File: config.mk
export PLATFORM = sky130hd
export DESIGN_NAME = base64_stream_encoder_core_flat
export DESIGN_NICKNAME = d
export VERILOG_FILES = /design/src/sv/b64e_pkg.sv /design/src/sv/b64e_byte_if.sv /design/src/sv/b64e_char_if.sv /design/src/sv/b64e_front.sv /design/src/sv/b64e_queue.sv /design/src/sv/b64e_back.sv /design/src/sv/base64_stream_encoder_core.sv /design/src/flat_wrapper.sv
export SDC_FILE = /design/constraint.sdc
export NUM_CORES = 1
export LEC_CHECK = 0
export BUFFER_PORTS_ARGS = -buffer_cell sky130_fd_sc_hd__buf_2
export CAP_MARGIN = 10
export CELL_PAD_IN_SITES_DETAIL_PLACEMENT = 0
export CELL_PAD_IN_SITES_GLOBAL_PLACEMENT = 1
export CORE_ASPECT_RATIO = 0.7
export CORE_MARGIN = 2
export CORE_UTILIZATION = 50
export CTS_CLUSTER_SIZE = 16
export DETAILED_ROUTE_END_ITERATION = 7
export PLACE_DENSITY_LB_ADDON = 0.1
export SYNTH_ARGS = -nofsm -noshare
export SYNTH_HDL_FRONTEND = slang
export SYNTH_HIERARCHICAL = 1
export SYNTH_SLANG_ARGS = --single-unit
File: constraint.sdc
create_clock -name clk -period 2.71 [get_ports clk]
set_input_delay 0.542 -clock clk [delete_from_list [all_inputs] [get_ports clk]]
set_output_delay 0.542 -clock clk [all_outputs]
set_load 0.01 [all_outputs]
File: src/sv/b64e_pkg.sv
package b64e_pkg;

	localparam int QUEUE_DEPTH = 2;

	localparam logic [6:0] PAD_CODE = 7'h3D;

	// One accepted byte turns into a job of one to four characters.
	typedef struct packed {
		logic [3:0][6:0] chars;
		logic [1:0]      n_m1;
		logic            msg_last;
	} job_t;

	// Standard alphabet: A-Z, a-z, 0-9, '+', '/'.
	function automatic logic [6:0] sextet_char(input logic [5:0] v);
		logic [6:0] r;
		if (v < 6'd26) begin
			r = 7'(v) + 7'd65;
		end else if (v < 6'd52) begin
			r = 7'(v) + 7'd71;
		end else if (v < 6'd62) begin
			r = 7'(v) - 7'd4;
		end else if (v == 6'd62) begin
			r = 7'h2B;
		end else begin
			r = 7'h2F;
		end
		return r;
	endfunction

endpackage

File: src/sv/b64e_byte_if.sv
interface b64e_byte_if;
	logic       valid;
	logic       ready;
	logic [7:0] data_byte;
	logic       last_byte;

	modport source(output valid, output data_byte, output last_byte, input ready);
	modport sink(input valid, input data_byte, input last_byte, output ready);
endinterface

File: src/sv/b64e_char_if.sv
interface b64e_char_if;
	logic       valid;
	logic       ready;
	logic [6:0] char_code;
	logic       last_char;

	modport source(output valid, output char_code, output last_char, input ready);
	modport sink(input valid, input char_code, input last_char, output ready);
endinterface

File: src/sv/b64e_front.sv
module b64e_front (
	input  logic                clk,
	input  logic                arst_n,
	b64e_byte_if.sink           in_ch,
	output logic                push_valid,
	output b64e_pkg::job_t      push_job,
	input  logic                push_ready
);

	localparam logic [1:0] POS_0 = 2'd0;
	localparam logic [1:0] POS_1 = 2'd1;
	localparam logic [1:0] POS_2 = 2'd2;

	logic [1:0] pos_q;
	logic [3:0] left_q;
	logic       accept;
	logic [7:0] b;

	assign in_ch.ready = push_ready;
	assign push_valid  = in_ch.valid;
	assign accept      = in_ch.valid && push_ready;
	assign b           = in_ch.data_byte;

	always_comb begin
		push_job          = '0;
		push_job.msg_last = in_ch.last_byte;
		unique case (pos_q)
			POS_1: begin
				push_job.chars[0] = b64e_pkg::sextet_char({left_q[1:0], b[7:4]});
				if (in_ch.last_byte) begin
					push_job.chars[1] = b64e_pkg::sextet_char({b[3:0], 2'b00});
					push_job.chars[2] = b64e_pkg::PAD_CODE;
					push_job.n_m1     = 2'd2;
				end
			end
			POS_2: begin
				push_job.chars[0] = b64e_pkg::sextet_char({left_q, b[7:6]});
				push_job.chars[1] = b64e_pkg::sextet_char(b[5:0]);
				push_job.n_m1     = 2'd1;
			end
			default: begin
				// The unused position code behaves as the start of a group.
				push_job.chars[0] = b64e_pkg::sextet_char(b[7:2]);
				if (in_ch.last_byte) begin
					push_job.chars[1] = b64e_pkg::sextet_char({b[1:0], 4'b0000});
					push_job.chars[2] = b64e_pkg::PAD_CODE;
					push_job.chars[3] = b64e_pkg::PAD_CODE;
					push_job.n_m1     = 2'd3;
				end
			end
		endcase
	end

	always_ff @(posedge clk or negedge arst_n) begin
		if (!arst_n) begin
			pos_q  <= POS_0;
			left_q <= '0;
		end else if (accept) begin
			if (in_ch.last_byte || pos_q == POS_2) begin
				pos_q  <= POS_0;
				left_q <= '0;
			end else if (pos_q == POS_1) begin
				pos_q  <= POS_2;
				left_q <= b[3:0];
			end else begin
				pos_q  <= POS_1;
				left_q <= {2'b00, b[1:0]};
			end
		end
	end

	a_last_resets: assert property (@(posedge clk) disable iff (!arst_n)
		accept && in_ch.last_byte |=> pos_q == POS_0 && left_q == 4'd0)
		else $error("group state not cleared after last byte");

	a_pos2_clears: assert property (@(posedge clk) disable iff (!arst_n)
		accept && pos_q == POS_2 |=> pos_q == POS_0)
		else $error("group did not close after third byte");

endmodule

File: src/sv/b64e_queue.sv
module b64e_queue #(
	parameter int Depth = b64e_pkg::QUEUE_DEPTH
) (
	input  logic            clk,
	input  logic            arst_n,
	input  logic            push_valid,
	input  b64e_pkg::job_t  push_job,
	output logic            push_ready,
	output logic            pop_valid,
	output b64e_pkg::job_t  pop_job,
	input  logic            pop
);

	localparam int PtrW = (Depth > 1) ? $clog2(Depth) : 1;
	localparam int CntW = $clog2(Depth + 1);

	b64e_pkg::job_t   mem_q [Depth];
	logic [PtrW-1:0]  wr_ptr_q;
	logic [PtrW-1:0]  rd_ptr_q;
	logic [CntW-1:0]  count_q;
	logic             do_push;
	logic             do_pop;

	assign push_ready = count_q != CntW'(Depth);
	assign pop_valid  = count_q != '0;
	assign pop_job    = mem_q[rd_ptr_q];
	assign do_push    = push_valid && push_ready;
	assign do_pop     = pop && pop_valid;

	function automatic logic [PtrW-1:0] next_ptr(input logic [PtrW-1:0] p);
		return (p == PtrW'(Depth - 1)) ? '0 : p + 1'b1;
	endfunction

	always_ff @(posedge clk) begin
		if (do_push) begin
			mem_q[wr_ptr_q] <= push_job;
		end
	end

	always_ff @(posedge clk or negedge arst_n) begin
		if (!arst_n) begin
			wr_ptr_q <= '0;
			rd_ptr_q <= '0;
			count_q  <= '0;
		end else begin
			if (do_push) begin
				wr_ptr_q <= next_ptr(wr_ptr_q);
			end
			if (do_pop) begin
				rd_ptr_q <= next_ptr(rd_ptr_q);
			end
			if (do_push && !do_pop) begin
				count_q <= count_q + 1'b1;
			end else if (do_pop && !do_push) begin
				count_q <= count_q - 1'b1;
			end
		end
	end

	a_count_bound: assert property (@(posedge clk) disable iff (!arst_n)
		count_q <= CntW'(Depth))
		else $error("queue count beyond depth");

	a_no_empty_pop: assert property (@(posedge clk) disable iff (!arst_n)
		pop |-> count_q != '0)
		else $error("pop requested from empty queue");

endmodule

File: src/sv/b64e_back.sv
module b64e_back (
	input  logic            clk,
	input  logic            arst_n,
	input  logic            pop_valid,
	input  b64e_pkg::job_t  pop_job,
	output logic            pop,
	b64e_char_if.source     out_ch
);

	b64e_pkg::job_t cur_q;
	logic           cur_valid_q;
	logic [1:0]     idx_q;
	logic           out_valid_q;
	logic [6:0]     out_char_q;
	logic           out_last_q;
	logic           adv;
	logic           cur_done;

	assign adv      = !out_valid_q || out_ch.ready;
	assign cur_done = cur_valid_q && adv && (idx_q == cur_q.n_m1);
	assign pop      = pop_valid && (!cur_valid_q || cur_done);

	assign out_ch.valid     = out_valid_q;
	assign out_ch.char_code = out_char_q;
	assign out_ch.last_char = out_last_q;

	always_ff @(posedge clk) begin
		if (pop) begin
			cur_q <= pop_job;
		end
		if (adv && cur_valid_q) begin
			out_char_q <= cur_q.chars[idx_q];
			out_last_q <= cur_q.msg_last && (idx_q == cur_q.n_m1);
		end
	end

	always_ff @(posedge clk or negedge arst_n) begin
		if (!arst_n) begin
			cur_valid_q <= 1'b0;
			idx_q       <= '0;
			out_valid_q <= 1'b0;
		end else begin
			if (adv) begin
				out_valid_q <= cur_valid_q;
			end
			if (pop) begin
				cur_valid_q <= 1'b1;
				idx_q       <= '0;
			end else if (cur_done) begin
				cur_valid_q <= 1'b0;
				idx_q       <= '0;
			end else if (adv && cur_valid_q) begin
				idx_q <= idx_q + 1'b1;
			end
		end
	end

	a_idx_bound: assert property (@(posedge clk) disable iff (!arst_n)
		cur_valid_q |-> idx_q <= cur_q.n_m1)
		else $error("character index past end of job");

	a_emit_valid: assert property (@(posedge clk) disable iff (!arst_n)
		adv && cur_valid_q |=> out_valid_q)
		else $error("character lost on the way to the output register");

endmodule

File: src/sv/base64_stream_encoder_core.sv
// Base64 encoder core: one raw byte in, one to four ASCII characters out.
// Each character passes the job queue, current-job register and output register.
// Throughput: one character per cycle while out_ch.ready is held, set by the output
// serializer; a byte yields 1 or 2 characters mid-message, 2 to 4 on the last.
// Reset (arst_n low, asynchronous) clears the group position, leftover bits,
// the job queue and the output register.
module base64_stream_encoder_core #(
	parameter int QueueDepth = b64e_pkg::QUEUE_DEPTH
) (
	input  logic        clk,
	input  logic        arst_n,
	b64e_byte_if.sink   in_ch,
	b64e_char_if.source out_ch
);

	logic           push_valid;
	logic           push_ready;
	b64e_pkg::job_t push_job;
	logic           pop_valid;
	logic           pop;
	b64e_pkg::job_t pop_job;

	b64e_front u_front (
		.clk        (clk),
		.arst_n     (arst_n),
		.in_ch      (in_ch),
		.push_valid (push_valid),
		.push_job   (push_job),
		.push_ready (push_ready)
	);

	b64e_queue #(
		.Depth (QueueDepth)
	) u_queue (
		.clk        (clk),
		.arst_n     (arst_n),
		.push_valid (push_valid),
		.push_job   (push_job),
		.push_ready (push_ready),
		.pop_valid  (pop_valid),
		.pop_job    (pop_job),
		.pop        (pop)
	);

	b64e_back u_back (
		.clk       (clk),
		.arst_n    (arst_n),
		.pop_valid (pop_valid),
		.pop_job   (pop_job),
		.pop       (pop),
		.out_ch    (out_ch)
	);

endmodule

File: src/flat_wrapper.sv
// flat-port wrapper written by rule: the top's interface ports become plain ports
module base64_stream_encoder_core_flat 
#(
	parameter int QueueDepth = b64e_pkg::QUEUE_DEPTH
)
  (clk, arst_n, in_ch_valid, in_ch_data_byte, in_ch_last_byte, in_ch_ready, out_ch_valid, out_ch_char_code, out_ch_last_char, out_ch_ready);
  b64e_byte_if in_ch_i ();
  b64e_char_if out_ch_i ();
  input  logic clk;
  input  logic arst_n;
  input wire logic [$bits(in_ch_i.valid)-1:0] in_ch_valid;
  input wire logic [$bits(in_ch_i.data_byte)-1:0] in_ch_data_byte;
  input wire logic [$bits(in_ch_i.last_byte)-1:0] in_ch_last_byte;
  output wire logic [$bits(in_ch_i.ready)-1:0] in_ch_ready;
  output wire logic [$bits(out_ch_i.valid)-1:0] out_ch_valid;
  output wire logic [$bits(out_ch_i.char_code)-1:0] out_ch_char_code;
  output wire logic [$bits(out_ch_i.last_char)-1:0] out_ch_last_char;
  input wire logic [$bits(out_ch_i.ready)-1:0] out_ch_ready;
  assign in_ch_i.valid = in_ch_valid;
  assign in_ch_i.data_byte = in_ch_data_byte;
  assign in_ch_i.last_byte = in_ch_last_byte;
  assign in_ch_ready = in_ch_i.ready;
  assign out_ch_valid = out_ch_i.valid;
  assign out_ch_char_code = out_ch_i.char_code;
  assign out_ch_last_char = out_ch_i.last_char;
  assign out_ch_i.ready = out_ch_ready;
  base64_stream_encoder_core #(.QueueDepth(QueueDepth)) u_core (.clk(clk), .arst_n(arst_n), .in_ch(in_ch_i), .out_ch(out_ch_i));
endmodule
### After elaboration in Yosys (flattened, before gate mapping)

Memories as Yosys holds them, arrays and structs flattened. A register that Yosys moved wholly into a read port is not among the register bits.
Cells that the tools add are included.
W data, S select, Z words.

| operators by class | value |
|---|---|
| $lt $le $gt $ge | 19 |
| eq/ne operators | 8 |
| multiplexer cells | 46 |
| reduce and logical (&&, ||, !) cells | 20 |
| $add $sub $neg | 23 |

Operator list:

| kind | count |
|---|---|
| $mux W7 | 20 |
| $add A6 B7 Y7 const B | 12 |
| $lt A6 B6 Y1 const B | 12 |
| $sub A6 B3 Y7 const B | 6 |
| $lt A6 B5 Y1 const B | 6 |
| $pmux W16 S2 | 1 |
| $eq A6 B6 Y1 const B | 4 |
| $mux W20 | 1 |
| $mux W2 | 9 |
| $bmux W7 S2 | 1 |
| $pmux W7 S2 | 1 |
| $mux W13 | 1 |
| $mux W3 | 4 |
| $logic_and A1 B1 Y1 | 8 |
| $mux W4 | 2 |
| $mux W1 | 6 |
| $reduce_bool A2 Y1 | 3 |
| $add A2 B1 Y2 const B | 2 |
| $logic_not A1 Y1 | 4 |
| $logic_or A1 B1 Y1 | 3 |
| $lt A2 B3 Y1 const B | 1 |
| $reduce_bool A3 Y1 | 1 |
| $add A1 B1 Y1 const B | 2 |
| $eq A2 B1 Y1 const B | 1 |
| 5 further kinds | 5 |

| storage, ports and cells | value |
|---|---|
| word-level logic and storage cells | 127 |
| memory bits (writable) | 62 |
| register bits after elaboration | 22 |
| memories kept | 1 |

Memory list:

| memory | words | width | rd ports | clocked after memory_dff | write ports | RTL line | source |
|---|---|---|---|---|---|---|---|
| u_core.u_queue.mem_q | 2 | 31 | 1 | 1 | 1 | b64e_queue.sv:17 | `b64e_pkg::job_t mem_q [Depth];` |

### Depth between registers and ports, before layout

| depth | value |
|---|---|
| depth after elaboration | 10 |
| depth in mapped cells | 12 |
| mapped depth without buffers | 10 |

### Cells and area by module

The synthesis kept the hierarchy.

Modules (own cells, without submodules):

| module | area each (um^2) | cells an instance | times used |
|---|---|---|---|
| b64e_queue | 2587.5 | 115 | 1 |
| b64e_front | 2332.2 | 339 | 1 |
| b64e_back | 1587.8 | 75 | 1 |

### Least setup slack after synthesis

OpenSTA, ideal clock, no wires.

| timing | value |
|---|---|
| kind | input port to flip-flop |
| start point | input port in_ch_data_byte[0] |
| end point | memory u_core/u_queue/mem_q[0][16] in the netlist's numbering (data pin) |
| data arrival time | 2691 ps |
| buffers on the path | 2 |
| stages | 11 |
| path slack | -246 ps |
| path through | clkbuf_1 -> inv_1 -> ha_1 -> nand2b_1 -> buf_6 -> xnor2_1 -> ha_1 -> a2bb2oi_1 -> or3_1 -> a31o_1 -> a311o_1 |

RTL lines:

| element | RTL line | source |
|---|---|---|
| start, declared | flat_wrapper.sv:12 | `input wire logic [$bits(in_ch_i.data_byte)-1:0] in_ch_data_byte;` |
| end, declared | b64e_queue.sv:17 |  |

==> results.md <==
Status:
- The flow ran to the end, and the final reports show no timing, DRC or antenna violations.

Floorplan:
- The die is roughly 140 um wide.
- The core region area is 12500 um2.
- The row count is 34.
- The floorplan step defined a die boundary enclosing approximately 14000 um2.
- The number of top-level design ports is 23.
- In this run the vertical extent of the chip is a little under 100 um.
- The initial core utilization is 51.9%.

Cells and area:
- Once layout is complete, the utilization of the core stands at 59.5%.
- The post-layout instance count excluding filler cells is roughly 750.
- Registers take 3380 um2.
- 0 antenna diodes ended up in the layout.
- Relative to the synthesized area, the layout overhead comes to 14.7%.
- At the end of the flow, the number of nets in the layout was 609.
- The number of filler cells placed in the layout is 997.
- Cells with a size suffix above 1 make up 25.3% of the layout.
- The multi-input combinational cell area is 2750 um2.

Synthesis:
- For this run, the number of Yosys warnings is 6.
- The count of flip-flops with a built-in enable after synthesis is 101.
- The cell area that synthesis handed to floorplanning was 6510 um2.
- The cell type with the highest aggregate area in the netlist is edfxtp_1.
- Synthesis inferred 115 register bits.
- The share of the synthesized area in the top cell type is 46.6%.
- The gate count of the mapped netlist is around 530.
- The sequential share of the synthesized area is 52.0%.
- The average cell area after synthesis is 12.3 um2.
- Sorting the synthesized cells by area gives the leading types as edfxtp_1 47%, mux2_4 6.7%, dfrtp_1 5.4%.
- The most common flop cell mapped by yosys is edfxtp_1.
- The count of unique library cells instantiated by Yosys is 73.
- The fraction of synthesis flops using an asynchronous set or reset pin is around an eighth.

Routing:
- The via density per instance is 5.88.
- The wire length per cell after detailed routing is 19.4 um.
- The routed design has 14500 um of wire.
- The detailed-router iteration count before antenna repair is 7.
- The DRC violation count after routing is 0.
- Once detail routing completed, the nets flagged for antenna violations numbered 0.
- The DRC marker count from the first detailed-route iteration is 437.
- The via count of the routed design is 4384.

Setup path:
- At the worst endpoint, the arrival time is 2.55 ns.
- The launch point of the critical path is u_core/u_front/left_q[0].
- The critical path capture point type is a flop.
- The start-to-end type of the worst setup path is reg2reg.
- The data required time of the worst path is ~2.8 ns.
- The highest fanout seen on the critical path is 10.
- The startpoint of the most critical register-to-register path is u_core/u_front/left_q[0].
- Measured in cells, the most critical reg-to-reg path has a length of 6.
- The worst setup path is launched from a flop.

Timing:
- Dividing the final minimum period by the clock period gives about nine tenths.
- The final-layout setup total negative slack is 0 ns.
- The number of max-slew violations in the final report was 0.
- For the pin with the worst max-slew slack, the measured transition is around 0.81 ns.
- Setup repair after global routing left no endpoint under its margin.
- The headroom to the max-slew limit is a little under half.
- In the post-route analysis, the smallest setup slack over all paths is 0.267 ns.
- Timing would allow up to 0.409 GHz.
- The clock arrives with 0.00795 ns of skew.
- The setup violation total in the final timing report is 0.
- The post-layout minimum cycle time is 2.44 ns.
- The number of hold-slack violations in the final timing report came to 0.

Pwr:
- The cell-internal power is 5.60 mW.
- The leakage power total is 2.89 nW.
- The sequential cell fraction of total power is 39.5%.
- The largest voltage drop on the vdd net is 557 uV.
- The power spent charging and discharging nets is 2.50 mW.
- The switching share of power is around 30%.
- The power density normalized to cell area is 1090 nW/um2.
- The share of power burned in combinational logic is 32.3%.
- In this run, the clock network consumes roughly 28% of the power.

Clocking:
- The later pin in the worst-skew pair is clocked with a latency of approximately 0.40 ns.
- After clock tree synthesis, the setup repair step added 0 buffers.
- The number of buffers inserted by hold repair at cts is 0.
- The TritonCTS clock tree is built.
- The deepest level of the CTS H-tree is 4.
- The number of clock buffers inserted by TritonCTS is 17.
- The number of clock sinks is roughly 120.
- The root buffer selected by CTS is clkbuf_16.
- Clock-pin slew was measured on the worst setup and hold paths at roughly 0.05 ns.
- After clock tree synthesis, the repair step resized 0 gates.
- In this run the deepest clock path goes through 2 buffers.

Global route:
- The wire length of the first global-routing pass is approximately 23000 um.
- The total congestion overflow is 0.
- The number of antenna violations at the first check in global routing was 0.
- The maximum number of pins on one net before global-route repair is 32.
- Global routing consumed, over all layers together, 21.8% of the routing resources.
- The via count of the first global-routing pass is 4223.

Placement:
- The worst slack at placement is just under 0.006 ns.
- Input and output buffers added on the ports amount to 22.
- The placer's final routability congestion estimate is 0.911.
- Counting tap cells, the placed design contains a total of about 710 instances.
- The half-perimeter wire length of the detailed placement result is 10200 um.

Min path:
- The tightest min-delay check is of the in2async type.

Job:
- Across the run, the number of max-cap violations was 0.
-- worst paths after layout --
check | to | slack (ns)
max | u_core/u_queue/mem_q[0][8] | 0.27
min | u_core/u_front/pos_q[1] | 0.04
max reg2reg | u_core/u_queue/mem_q[0][8] | 0.27
min reg2reg | u_core/u_queue/count_q[1] | 0.49
max in group asynchronous | u_core/u_queue/rd_ptr_q | 2.41
min in group clk | u_core/u_queue/count_q[1] | 0.49
-- metrics by stage --
stage	instance area, um2	hold slack (ns)	power, mW
global placement	6850	0.458	5.78
CTS	7470	0.0320	8.17
detailed placement	6850	0.461	5.85
global route	7470	0.0485	8.53
finish	7470	0.0397	8.10
floorplan	6550	0.246	5.22
-- registers in the layout (all words and copies together) (netlist names) --
register and count:
u_core/u_queue/mem_q 62, u_core/u_back/cur_q 31, u_core/u_back/out_ch.char_code 7, u_core/u_front/left_q 4, u_core/u_back/idx_q 2, u_core/u_front/pos_q 2
u_core/u_queue/count_q 2, u_core/u_back/cur_valid_q 1, u_core/u_back/out_ch.last_char 1, u_core/u_back/out_ch.valid 1, u_core/u_queue/rd_ptr_q 1, u_core/u_queue/wr_ptr_q 1
-- Yosys cell counts, types with 4 or more instances --
cell       count
or3_1          4
xor2_1         7
inv_1         21
o311ai_0       5
buf_6          4
o211ai_1       7
a21oi_1       24
mux4_2         6
nor3_1         9
nor2_1        22
mux2_4        29
nand3_1       17
xnor2_1       17
nand2_1       34
and2_1         6
dfrtp_1       14
edfxtp_1     101
buf_4         16
a211oi_1       7
and3_1         6
a31oi_1        6
o31ai_1        4
clkbuf_1      11
nor2b_1       10
ha_1          25
o21ai_0       23
o2111ai_1      4
buf_2          9
nand2b_1      10
mux2_2         4
-- per-layer routing --
layer | wire length (um) | global-route usage [%] | part of all wire (%)
met1 | 7430 | 34.8 | 51
met2 | 6070 | 30.3 | 42
met3 | 888 | 4.33 | 6.1
met4 | 59 | 5.59 | 0.41
met5 | 0 | 0 | 0
-- power groups by stage --
stage / Combinational (mW) / Clock, mW / Sequential (mW)
global route: 2.86 / 2.41 / 3.26
finish: 2.62 / 2.29 / 3.20
floorplan: 2.11 / 0 / 3.11
global placement: 2.58 / 0 / 3.20
CTS: 2.63 / 2.33 / 3.21
detailed placement: 2.61 / 0 / 3.23
-- layout by cell type (no fill, tap or decap), drive strengths merged, types with 7 or more instances in the layout --
cell type / count
nand2b: 10
xor2: 7
clkinv: 9
a21oi: 25
nor3: 9
nor2: 22
xnor2: 17
nand2: 35
mux2: 33
inv: 22
o211ai: 7
o21ai: 24
a211oi: 7
nor2b: 10
nand3: 17
buf: 65
dfrtp: 14
ha: 25
clkbuf: 17
edfxtp: 101
mux4: 7
-- critical path, stage by stage, from the launching register on --
cell and delay (ns):
dfrtp_1 0.39, buf_4 0.18, nor3_1 0.46, or2_2 0.20, mux2_2 0.33, a311oi_1 0.41, a22oi_1 0.18
-- cell type report --
class | instances | area share, %
repair buffers | 65 | 5.80
clock inverters | 15 | 2.53
clock buffers | 17 | 5.70
well taps | 162 | 2.71
flip-flops and latches | 115 | 45.3
multi-input cells | 350 | 36.8
inverters | 22 | 1.11
-- kinds of logic after synthesis --
kind of cell	Yosys count	synth area share (%)
muxes	43	10.3
AOI/OAI and AO/OA	122	13.1
and+or+nand+nor	132	10.3
adders and majority gates	25	4.81
DFF	115	52.0
xor gates and xnor gates	24	3.23
other	1	0.0576
buffers and inverters	67	6.19
(Power assumes the default switching activity.)
